===== src/rpd_pkg.sv =====
// Shared types and constants for the RC PWM pulse decoder.
package rpd_pkg;

    // Channel numbering and the main-tick walk length.
    localparam int NUM_CH        = 5;
    localparam int MAIN_CHANNELS = 4;
    localparam int WALK_CH       = (MAIN_CHANNELS < 4) ? MAIN_CHANNELS : 4;
    localparam logic [2:0] CH_ROLL     = 3'd0;
    localparam logic [2:0] CH_PITCH    = 3'd1;
    localparam logic [2:0] CH_YAW      = 3'd2;
    localparam logic [2:0] CH_THROTTLE = 3'd3;
    localparam logic [2:0] CH_HOLD     = 3'd4;

    // Operation codes of an input word.
    localparam logic [1:0] OP_MAIN_TICK = 2'd0;
    localparam logic [1:0] OP_HOLD_TICK = 2'd1;
    localparam logic [1:0] OP_CAPTURE   = 2'd2;
    localparam logic [1:0] OP_UNUSED    = 2'd3;

    // Configuration register indexes.
    localparam logic [2:0] CFG_BAND_HALF     = 3'd0;
    localparam logic [2:0] CFG_PERIOD_TOP    = 3'd1;
    localparam logic [2:0] CFG_PULSE_OFFSET  = 3'd2;
    localparam logic [2:0] CFG_MIN_PULSE     = 3'd3;
    localparam logic [2:0] CFG_MAX_PULSE     = 3'd4;
    localparam logic [2:0] CFG_CENTER_PULSE  = 3'd5;
    localparam logic [2:0] CFG_HOLD_FAILSAFE = 3'd6;
    localparam logic [2:0] CFG_TIMEOUT_TICKS = 3'd7;

    // Reset values of the configuration registers.
    localparam logic [8:0]  RST_BAND_HALF     = 9'd40;
    localparam logic [15:0] RST_PERIOD_TOP    = 16'd19999;
    localparam logic [7:0]  RST_PULSE_OFFSET  = 8'd20;
    localparam logic [15:0] RST_MIN_PULSE     = 16'd1000;
    localparam logic [15:0] RST_MAX_PULSE     = 16'd2000;
    localparam logic [15:0] RST_CENTER_PULSE  = 16'd1500;
    localparam logic [15:0] RST_HOLD_FAILSAFE = 16'd1100;
    localparam logic [1:0]  RST_TIMEOUT_TICKS = 2'd2;

    // Reset values of the channel outputs.
    localparam logic [15:0] RST_CH_VALUE       = 16'd1500;
    localparam logic [15:0] RST_THROTTLE_VALUE = 16'd1000;

    // Input word: one tick or capture event.
    typedef struct packed {
        logic [1:0]  opcode;
        logic [2:0]  channel;
        logic        level_high;
        logic [15:0] capture_time;
    } t_in_word;

    // Output word: all five channel values.
    typedef struct packed {
        logic [15:0] roll_value;
        logic [15:0] pitch_value;
        logic [15:0] yaw_value;
        logic [15:0] throttle_value;
        logic [15:0] hold_value;
    } t_out_word;

    // Configuration register set.
    typedef struct packed {
        logic [8:0]  band_half;
        logic [15:0] period_top;
        logic [7:0]  pulse_offset;
        logic [15:0] min_pulse;
        logic [15:0] max_pulse;
        logic [15:0] center_pulse;
        logic [15:0] hold_failsafe;
        logic [1:0]  timeout_ticks;
    } t_cfg;

endpackage


===== src/rc_pwm_pulse_decoder.sv =====
// Top level of the RC PWM pulse decoder with failsafe.
//
//   Channel  Signals                                       Carries
//   in       i_in_valid, o_in_stall, i_in_word             tick or capture event word
//   out      o_out_valid, i_out_stall, o_out_word          all five channel values
//   cfg      i_cfg_valid, o_cfg_ready, i_cfg_index/data    configuration register write
//
// A word is captured into the input register, updated against the channel
// state in one pass and lands in the result register. One word per cycle is
// sustained while the output does not stall, set by the single update pass per word.
// Reset is synchronous and restores the register defaults and channel values.
// While a result waits on a stalled output the input register holds one more
// word, and then the input stalls until the result leaves.
// Configuration writes are always ready.
module rc_pwm_pulse_decoder (
    input  logic               i_clk,
    input  logic               i_rst_n,
    input  logic               i_in_valid,
    output logic               o_in_stall,
    input  rpd_pkg::t_in_word  i_in_word,
    output logic               o_out_valid,
    input  logic               i_out_stall,
    output rpd_pkg::t_out_word o_out_word,
    input  logic               i_cfg_valid,
    output logic               o_cfg_ready,
    input  logic [2:0]         i_cfg_index,
    input  logic [15:0]        i_cfg_data
);

    logic              r_in_valid;
    rpd_pkg::t_in_word r_in_word;
    logic              fire;
    logic              in_accept;
    logic              out_free;
    rpd_pkg::t_cfg     cfg;
    rpd_pkg::t_out_word result;

    assign o_cfg_ready = 1'b1;

    // A word is processed when the result register can take its result.
    assign fire       = r_in_valid && out_free;
    assign o_in_stall = r_in_valid && !fire;
    assign in_accept  = i_in_valid && !o_in_stall;

    // Input register.
    always_ff @(posedge i_clk) begin
        if (!i_rst_n) begin
            r_in_valid <= 1'b0;
        end else if (in_accept) begin
            r_in_valid <= 1'b1;
        end else if (fire) begin
            r_in_valid <= 1'b0;
        end
    end

    always_ff @(posedge i_clk) begin
        if (in_accept) begin
            r_in_word <= i_in_word;
        end
    end

    rpd_cfg_regs u_cfg (
        .i_clk       (i_clk),
        .i_rst_n     (i_rst_n),
        .i_cfg_valid (i_cfg_valid),
        .i_cfg_index (i_cfg_index),
        .i_cfg_data  (i_cfg_data),
        .o_cfg       (cfg)
    );

    rpd_core u_core (
        .i_clk    (i_clk),
        .i_rst_n  (i_rst_n),
        .i_fire   (fire),
        .i_word   (r_in_word),
        .i_cfg    (cfg),
        .o_result (result)
    );

    rpd_out_buf u_out (
        .i_clk   (i_clk),
        .i_rst_n (i_rst_n),
        .i_load  (fire),
        .i_word  (result),
        .i_stall (i_out_stall),
        .o_valid (o_out_valid),
        .o_free  (out_free),
        .o_word  (o_out_word)
    );

endmodule


===== src/rpd_cfg_regs.sv =====
// Configuration register file of the RC PWM pulse decoder.
module rpd_cfg_regs (
    input  logic          i_clk,
    input  logic          i_rst_n,
    input  logic          i_cfg_valid,
    input  logic [2:0]    i_cfg_index,
    input  logic [15:0]   i_cfg_data,
    output rpd_pkg::t_cfg o_cfg
);

    rpd_pkg::t_cfg r_cfg;
    rpd_pkg::t_cfg n_cfg;

    // Decode a write into the addressed register.
    always_comb begin
        n_cfg = r_cfg;
        if (i_cfg_valid) begin
            unique case (i_cfg_index)
                rpd_pkg::CFG_BAND_HALF:     n_cfg.band_half     = i_cfg_data[8:0];
                rpd_pkg::CFG_PERIOD_TOP:    n_cfg.period_top    = i_cfg_data;
                rpd_pkg::CFG_PULSE_OFFSET:  n_cfg.pulse_offset  = i_cfg_data[7:0];
                rpd_pkg::CFG_MIN_PULSE:     n_cfg.min_pulse     = i_cfg_data;
                rpd_pkg::CFG_MAX_PULSE:     n_cfg.max_pulse     = i_cfg_data;
                rpd_pkg::CFG_CENTER_PULSE:  n_cfg.center_pulse  = i_cfg_data;
                rpd_pkg::CFG_HOLD_FAILSAFE: n_cfg.hold_failsafe = i_cfg_data;
                rpd_pkg::CFG_TIMEOUT_TICKS: n_cfg.timeout_ticks = i_cfg_data[1:0];
                default:                    n_cfg = r_cfg;
            endcase
        end
    end

    // Registers come out of reset at their documented defaults.
    always_ff @(posedge i_clk) begin
        if (!i_rst_n) begin
            r_cfg.band_half     <= rpd_pkg::RST_BAND_HALF;
            r_cfg.period_top    <= rpd_pkg::RST_PERIOD_TOP;
            r_cfg.pulse_offset  <= rpd_pkg::RST_PULSE_OFFSET;
            r_cfg.min_pulse     <= rpd_pkg::RST_MIN_PULSE;
            r_cfg.max_pulse     <= rpd_pkg::RST_MAX_PULSE;
            r_cfg.center_pulse  <= rpd_pkg::RST_CENTER_PULSE;
            r_cfg.hold_failsafe <= rpd_pkg::RST_HOLD_FAILSAFE;
            r_cfg.timeout_ticks <= rpd_pkg::RST_TIMEOUT_TICKS;
        end else begin
            r_cfg <= n_cfg;
        end
    end

    assign o_cfg = r_cfg;

endmodule


===== src/rpd_core.sv =====
// Channel state and single-pass update logic of the RC PWM pulse decoder.
module rpd_core (
    input  logic              i_clk,
    input  logic              i_rst_n,
    input  logic              i_fire,
    input  rpd_pkg::t_in_word i_word,
    input  rpd_pkg::t_cfg     i_cfg,
    output rpd_pkg::t_out_word o_result
);

    // 2^18 / 25 rounded up; exact for a 14-bit dividend.
    localparam logic [13:0] DIV25_RECIP = 14'd10486;

    logic [15:0] r_rise   [rpd_pkg::NUM_CH];
    logic [15:0] r_value  [rpd_pkg::NUM_CH];
    logic [1:0]  r_missed [rpd_pkg::NUM_CH];
    logic [15:0] r_excess;

    logic [15:0] n_rise   [rpd_pkg::NUM_CH];
    logic [15:0] n_value  [rpd_pkg::NUM_CH];
    logic [1:0]  n_missed [rpd_pkg::NUM_CH];
    logic [15:0] n_excess;

    // Floor of x / 100, done as (x / 4) times the reciprocal of 25.
    function automatic logic [9:0] div100(input logic [15:0] x);
        logic [27:0] prod;
        prod = 28'(x[15:2]) * 28'(DIV25_RECIP);
        return prod[27:18];
    endfunction

    // Dead band about center c, then clamp to the pulse limits.
    function automatic logic [15:0] shape(input logic [15:0] v, input logic [15:0] c,
                                          input rpd_pkg::t_cfg cfg);
        logic [16:0] d;
        logic [16:0] r;
        d = 17'(cfg.band_half);
        if (17'(v) > 17'(c) + d) begin
            r = 17'(v) - d;
        end else if (17'(c) >= d && 17'(v) < 17'(c) - d) begin
            r = 17'(v) + d;
        end else begin
            r = 17'(c);
        end
        if (r < 17'(cfg.min_pulse)) begin
            r = 17'(cfg.min_pulse);
        end else if (r > 17'(cfg.max_pulse)) begin
            r = 17'(cfg.max_pulse);
        end
        return r[15:0];
    endfunction

    // Failsafe throttle step: saturating subtract, then floor at min_pulse.
    function automatic logic [15:0] lower(input logic [15:0] th, input logic [9:0] step,
                                          input logic [15:0] floor_val);
        logic [15:0] t;
        t = (th >= 16'(step)) ? th - 16'(step) : 16'd0;
        return (t < floor_val) ? floor_val : t;
    endfunction

    logic [15:0] th;
    logic [9:0]  step;
    logic        any_timeout;
    logic [15:0] width;
    logic [15:0] adj;
    logic [15:0] rise_sel;

    // Next-state logic for one word.
    always_comb begin
        n_rise      = r_rise;
        n_value     = r_value;
        n_missed    = r_missed;
        n_excess    = r_excess;
        th          = r_value[rpd_pkg::CH_THROTTLE];
        step        = div100(r_excess);
        any_timeout = 1'b0;
        rise_sel    = r_rise[i_word.channel];
        width       = '0;
        adj         = '0;

        unique case (i_word.opcode)
            rpd_pkg::OP_MAIN_TICK: begin
                // Walk the main channels in order; throttle steps down once per
                // timed-out channel, and the excess is saved at throttle if it has not timed out.
                for (int i = 0; i < rpd_pkg::WALK_CH; i++) begin
                    if (r_missed[i] >= i_cfg.timeout_ticks) begin
                        th          = lower(th, step, i_cfg.min_pulse);
                        any_timeout = 1'b1;
                    end else begin
                        n_missed[i] = r_missed[i] + 2'd1;
                        if (i == int'(rpd_pkg::CH_THROTTLE)) begin
                            n_excess = (th >= i_cfg.min_pulse) ? th - i_cfg.min_pulse
                                                               : 16'd0;
                        end
                    end
                end
                n_value[rpd_pkg::CH_THROTTLE] = th;
                if (any_timeout) begin
                    n_value[rpd_pkg::CH_ROLL]  = i_cfg.center_pulse;
                    n_value[rpd_pkg::CH_PITCH] = i_cfg.center_pulse;
                    n_value[rpd_pkg::CH_YAW]   = i_cfg.center_pulse;
                end
            end
            rpd_pkg::OP_HOLD_TICK: begin
                if (r_missed[rpd_pkg::CH_HOLD] >= i_cfg.timeout_ticks) begin
                    n_value[rpd_pkg::CH_HOLD] = i_cfg.hold_failsafe;
                end else begin
                    n_missed[rpd_pkg::CH_HOLD] = r_missed[rpd_pkg::CH_HOLD] + 2'd1;
                end
            end
            rpd_pkg::OP_CAPTURE: begin
                // Rising edge stores the time; falling edge measures the pulse.
                if (i_word.channel <= rpd_pkg::CH_HOLD) begin
                    if (i_word.level_high) begin
                        n_rise[i_word.channel] = i_word.capture_time;
                    end else begin
                        if (i_word.capture_time > rise_sel) begin
                            width = i_word.capture_time - rise_sel;
                        end else begin
                            width = i_cfg.period_top + i_word.capture_time - rise_sel;
                        end
                        adj = width - 16'(i_cfg.pulse_offset);
                        if (i_word.channel == rpd_pkg::CH_HOLD) begin
                            n_value[i_word.channel] = width;
                        end else if (i_word.channel == rpd_pkg::CH_THROTTLE) begin
                            n_value[i_word.channel] = shape(width, i_cfg.min_pulse, i_cfg);
                        end else begin
                            n_value[i_word.channel] = shape(adj, i_cfg.center_pulse, i_cfg);
                        end
                        n_missed[i_word.channel] = 2'd0;
                    end
                end
            end
            default: begin
                n_rise = r_rise;
            end
        endcase
    end

    // State registers move only when a word is processed.
    always_ff @(posedge i_clk) begin
        if (!i_rst_n) begin
            for (int i = 0; i < rpd_pkg::NUM_CH; i++) begin
                r_rise[i]   <= '0;
                r_value[i]  <= (i == int'(rpd_pkg::CH_THROTTLE)) ?
                               rpd_pkg::RST_THROTTLE_VALUE : rpd_pkg::RST_CH_VALUE;
                r_missed[i] <= '0;
            end
            r_excess <= '0;
        end else if (i_fire) begin
            r_rise   <= n_rise;
            r_value  <= n_value;
            r_missed <= n_missed;
            r_excess <= n_excess;
        end
    end

    // The result of a word is the channel set after its update.
    assign o_result.roll_value     = n_value[rpd_pkg::CH_ROLL];
    assign o_result.pitch_value    = n_value[rpd_pkg::CH_PITCH];
    assign o_result.yaw_value      = n_value[rpd_pkg::CH_YAW];
    assign o_result.throttle_value = n_value[rpd_pkg::CH_THROTTLE];
    assign o_result.hold_value     = n_value[rpd_pkg::CH_HOLD];

endmodule


===== src/rpd_out_buf.sv =====
// Output result register of the RC PWM pulse decoder.
module rpd_out_buf (
    input  logic               i_clk,
    input  logic               i_rst_n,
    input  logic               i_load,
    input  rpd_pkg::t_out_word i_word,
    input  logic               i_stall,
    output logic               o_valid,
    output logic               o_free,
    output rpd_pkg::t_out_word o_word
);

    logic               r_valid;
    rpd_pkg::t_out_word r_word;

    // The register can take a word when empty or when its word leaves now.
    assign o_free = !r_valid || !i_stall;

    // Valid flag.
    always_ff @(posedge i_clk) begin
        if (!i_rst_n) begin
            r_valid <= 1'b0;
        end else if (i_load) begin
            r_valid <= 1'b1;
        end else if (!i_stall) begin
            r_valid <= 1'b0;
        end
    end

    // Payload.
    always_ff @(posedge i_clk) begin
        if (i_load) begin
            r_word <= i_word;
        end
    end

    assign o_valid = r_valid;
    assign o_word  = r_word;

endmodule

===== config.mk =====
export PLATFORM = sky130hd
export DESIGN_NAME = rc_pwm_pulse_decoder
export DESIGN_NICKNAME = d
export VERILOG_FILES = /design/src/rpd_pkg.sv /design/src/rc_pwm_pulse_decoder.sv /design/src/rpd_cfg_regs.sv /design/src/rpd_core.sv /design/src/rpd_out_buf.sv
export SDC_FILE = /design/constraint.sdc
export NUM_CORES = 2
export LEC_CHECK = 0
export ABC_CLOCK_PERIOD_IN_PS = 35000
export BUFFER_PORTS_ARGS = -buffer_cell sky130_fd_sc_hd__clkbuf_2
export CORE_MARGIN = 4
export CORE_UTILIZATION = 65
export CTS_BUF_LIST = sky130_fd_sc_hd__clkbuf_4 sky130_fd_sc_hd__clkbuf_8 sky130_fd_sc_hd__clkbuf_16
export CTS_CLUSTER_DIAMETER = 100
export DETAILED_ROUTE_END_ITERATION = 10
export GPL_TIMING_DRIVEN = 0
export PLACE_DENSITY_LB_ADDON = 0.12
export SLEW_MARGIN = 10
export SYNTH_ARGS = -nofsm -noshare
export SYNTH_HDL_FRONTEND = slang
export SYNTH_HIERARCHICAL = 1
export SYNTH_SLANG_ARGS = --single-unit

===== constraint.sdc =====
create_clock -name i_clk -period 35 [get_ports i_clk]
set_input_delay 5.25 -clock i_clk [delete_from_list [all_inputs] [get_ports i_clk]]
set_output_delay 5.25 -clock i_clk [all_outputs]
set_load 0.02 [all_outputs]

==> results.toml <==
[drt]
drt.antenna.violating_nets = 0
wl_per_cell_um = 24.7
vias = 35323
first_pass_iters = 6
drc = 0
vias_per_cell = 6.59
wirelength_mm = 133
drtIter0Drc = 4587

[floorplanning]
dieArea_sq_um = 59500
initial_utilization_pct = 65.7
io_pins = 129
rows = 86
die_y_um = 244
die_w_um = 244
coreArea_sq_um = 55100

[power_and_ir_drop]
power-per-cell-area_nw_per_um2 = 50.7
ir_drop_mv = 0.0494
p_leak_nw = 17.5
p_total_mw = 1.99

[synth]
synth-edff-count = 102
syn_area_per_cell_sq_um = 8.22
netlist_instances = 4402
synth_top_area_share_pct = 16.0
ys.flop_type = "dfxtp_1"
yosys_warnings = 6
seq_area_frac_synth_pct = 24.2
ys_seq_elements = 387
syn_area_sq_um = 36200
synth_top_area_cell = "ha_1"
syn_nets = 5002
synth_cell_type_count = 114
async_reset_ff_share_pct = 0
yosys-top-cells-area = "ha_1 (16%), dfxtp_1 (16%), edfxtp_1 (8.5%)"

[placed_design]
dp.cells = 5281
io_buffers = 125
place_area_sq_um = 37900
dpl.hpwl_mm = 105
place.gp.congestion = 1.08

[run_status]
status = "finished clean"

[clock_tree]
cts_tree = "built"
cts_buffers = 41
post_cts_buffers = 0
clk_pin_slew_ns = 0.06
htree_num_levels = 2
cts.path.max_buffers = 3
clk_latency_ns = 0.58
clock_sinks = 387
root_buffer = "clkbuf_16"
cts_resized = 0
cts_hold_buffers = 0

[worst_setup_path]
path_class = "flip-flop to flip-flop"
crit_path_max_fanout = 10
r2r_end = "u_out/o_word[26]$_DFFE_PP_"
reg2reg_from = "u_core/r_excess[3]$_SDFFE_PN0P_"
cp_data_arrival_time_ns = 32.93
r2r_slack_ns = 2.39
crit_top_cell = "a21oi_1"
r2r_cells = 125
slowest_stage = "a221oi_1"
start_kind = "flip-flop"
max_stage_delay_ns = 0.82
worstPathRequired_ns = 35.32
end_kind = "flip-flop"

[hold_path]
hold_path.class = "flip-flop to flip-flop"
min_to = "u_core/r_rise[42]$_SDFFE_PN0P_"
min_path_cells = 2
worstHoldStart = "u_core/r_rise[42]$_SDFFE_PN0P_"

[timing]
setup_tns_ns = 0
clock_skew_ns = 0.0222
fin_crit_sh_pct = 93.2
rsz0062_at_grt = "no"
clock.fmax_mhz = 30.7
finalSetupViolations = 0
hold_viol_final = 0
worst_pin_slew_ns = 1.44
finalCriticalPeriod_ns = 32.61
drv_slew = 0
max_slew_margin_pct = 4.32

[global_routing]
grt_pass1_vias = 32974
antenna_found_initial = 9
grt_pass1_wl_mm = 198
grt_overflow = 0
grt_max_degree = 65
grt_usage_pct = 43.0

[finish]
final_common_cell = "nand2_1"
final_area_sq_um = 39300
syn_to_final_growth_pct = 8.51
final_util_pct = 71.3
drive_gt1_share_pct = 7.38
fin_cells = 5361
layout_common_cells = "nand2_1 (515), ha_1 (462), inv_1 (356)"
nets = 5176

[run]
max_cap_violations = 0
==> report_power, final <==
group | switching [mW] | total (mW) | internal, mW
clock | 0.189 | 0.456 | 0.267
sequential | 0.0176 | 0.495 | 0.477
combinational | 0.677 | 1.04 | 0.365
total | 0.884 | 1.99 | 1.11
==> worst max-delay path: cells and delay by family, from the launching register on <==
family	cells	cell delay [ns]
AOI/OAI and AO/OA	52	12.94
and+or+nand+nor	38	8.47
adders and majority gates	16	5.29
buffers and inverters	17	4.18
xor gates and xnor gates	1	0.69
DFF	1	0.51
muxes	1	0.21
==> layer usage <==
metal  share of wire, %  global-route usage [%]  routed length [um]
met5              0.044                       0                  59
met4                8.0                    27.5               10600
met3                 12                    10.3               15300
met2                 42                    65.0               55600
met1                 39                    55.2               51100
==> per-stage QoR <==
stage               hold slack (ns)  setup slack (ns)
detailed placement            0.446              3.98
global route                  0.469             0.731
floorplan                     0.433             10.19
global placement              0.439              3.87
CTS                           0.455              3.76
finish                        0.452              2.39
==> synthesized netlist by cell type (10+ instances only) <==
cell	n
a211o_1	15
a211oi_1	38
a21o_1	141
a21oi_1	344
a221o_1	33
a221oi_1	20
a22oi_1	61
a31oi_1	27
and2_1	30
and3_1	15
buf_1	10
buf_2	11
clkbuf_1	168
dfxtp_1	285
edfxtp_1	102
fa_1	92
ha_1	462
inv_1	356
mux2_2	40
mux2i_1	159
nand2_1	515
nand2b_1	41
nand3_1	52
nand4_1	62
nor2_1	346
nor2b_1	91
nor3_1	78
nor4_1	23
o211ai_1	29
o21a_1	19
o21ai_0	211
o21ai_1	14
o21bai_1	46
o22a_1	14
o22ai_1	23
o31ai_1	13
or2_2	17
or3_1	22
xnor2_1	117
xor2_1	48
==> sequential cells by signal, indices dropped and copies added, names as in the netlist <==
register         flops
r_in_valid           1
r_in_word           22
u_core/r_excess     14
u_out/o_valid        1
u_cfg/o_cfg         99
u_core/r_missed     10
u_core/r_rise       80
u_out/o_word        80
u_core/r_value      80
==> kinds of logic (layout without fill, tap and decap cells) <==
group                      count (synthesis)  after routing  synth area share, %
and+or+nand+nor                         1344           1344                 17.3
AOI/OAI and AO/OA                       1181           1181                 21.5
buffers and inverters                    568            774                 6.10
adders and majority gates                555            555                 21.1
DFF                                      387            387                 24.2
muxes                                    201            201                 5.76
xor gates and xnor gates                 165            165                 3.99
other                                      1              6               0.0104
==> worst max-delay path by stage <==
| stage | startpoint | end | slack [ns] | cells past startpoint |
|---|---|---|---|---|
| 2_1_floorplan | u_core/r_excess[13]$_SDFFE_PN0P_ | u_out/o_word[26]$_DFFE_PP_ | 10.19 | 123 |
| 3_3_place_gp | u_core/r_excess[3]$_SDFFE_PN0P_ | u_out/o_word[26]$_DFFE_PP_ | 3.87 | 123 |
| 3_5_place_dp | u_core/r_excess[3]$_SDFFE_PN0P_ | u_out/o_word[26]$_DFFE_PP_ | 3.98 | 123 |
| 4_1_cts | u_core/r_excess[3]$_SDFFE_PN0P_ | u_out/o_word[26]$_DFFE_PP_ | 3.76 | 123 |
| 5_1_grt | u_core/r_excess[3]$_SDFFE_PN0P_ | u_out/o_word[26]$_DFFE_PP_ | 0.73 | 125 |
| 6_report | u_core/r_excess[3]$_SDFFE_PN0P_ | u_out/o_word[26]$_DFFE_PP_ | 2.39 | 125 |
==> area by class of cell <==
type / count / area [sq um]
Clock buffer: 52 / 1120
Buffer: 201 / 832
Sequential cell: 387 / 8770
Antenna cell: 5 / 12.5
Inverter: 367 / 1380
Multi-Input combinational cell: 3447 / 25200
Clock inverter: 23 / 298
Timing Repair Buffer: 131 / 698
Fill cell: 4531 / 15800
Tap cell: 748 / 936
Note: power is estimated with default switching activity, not from simulation.
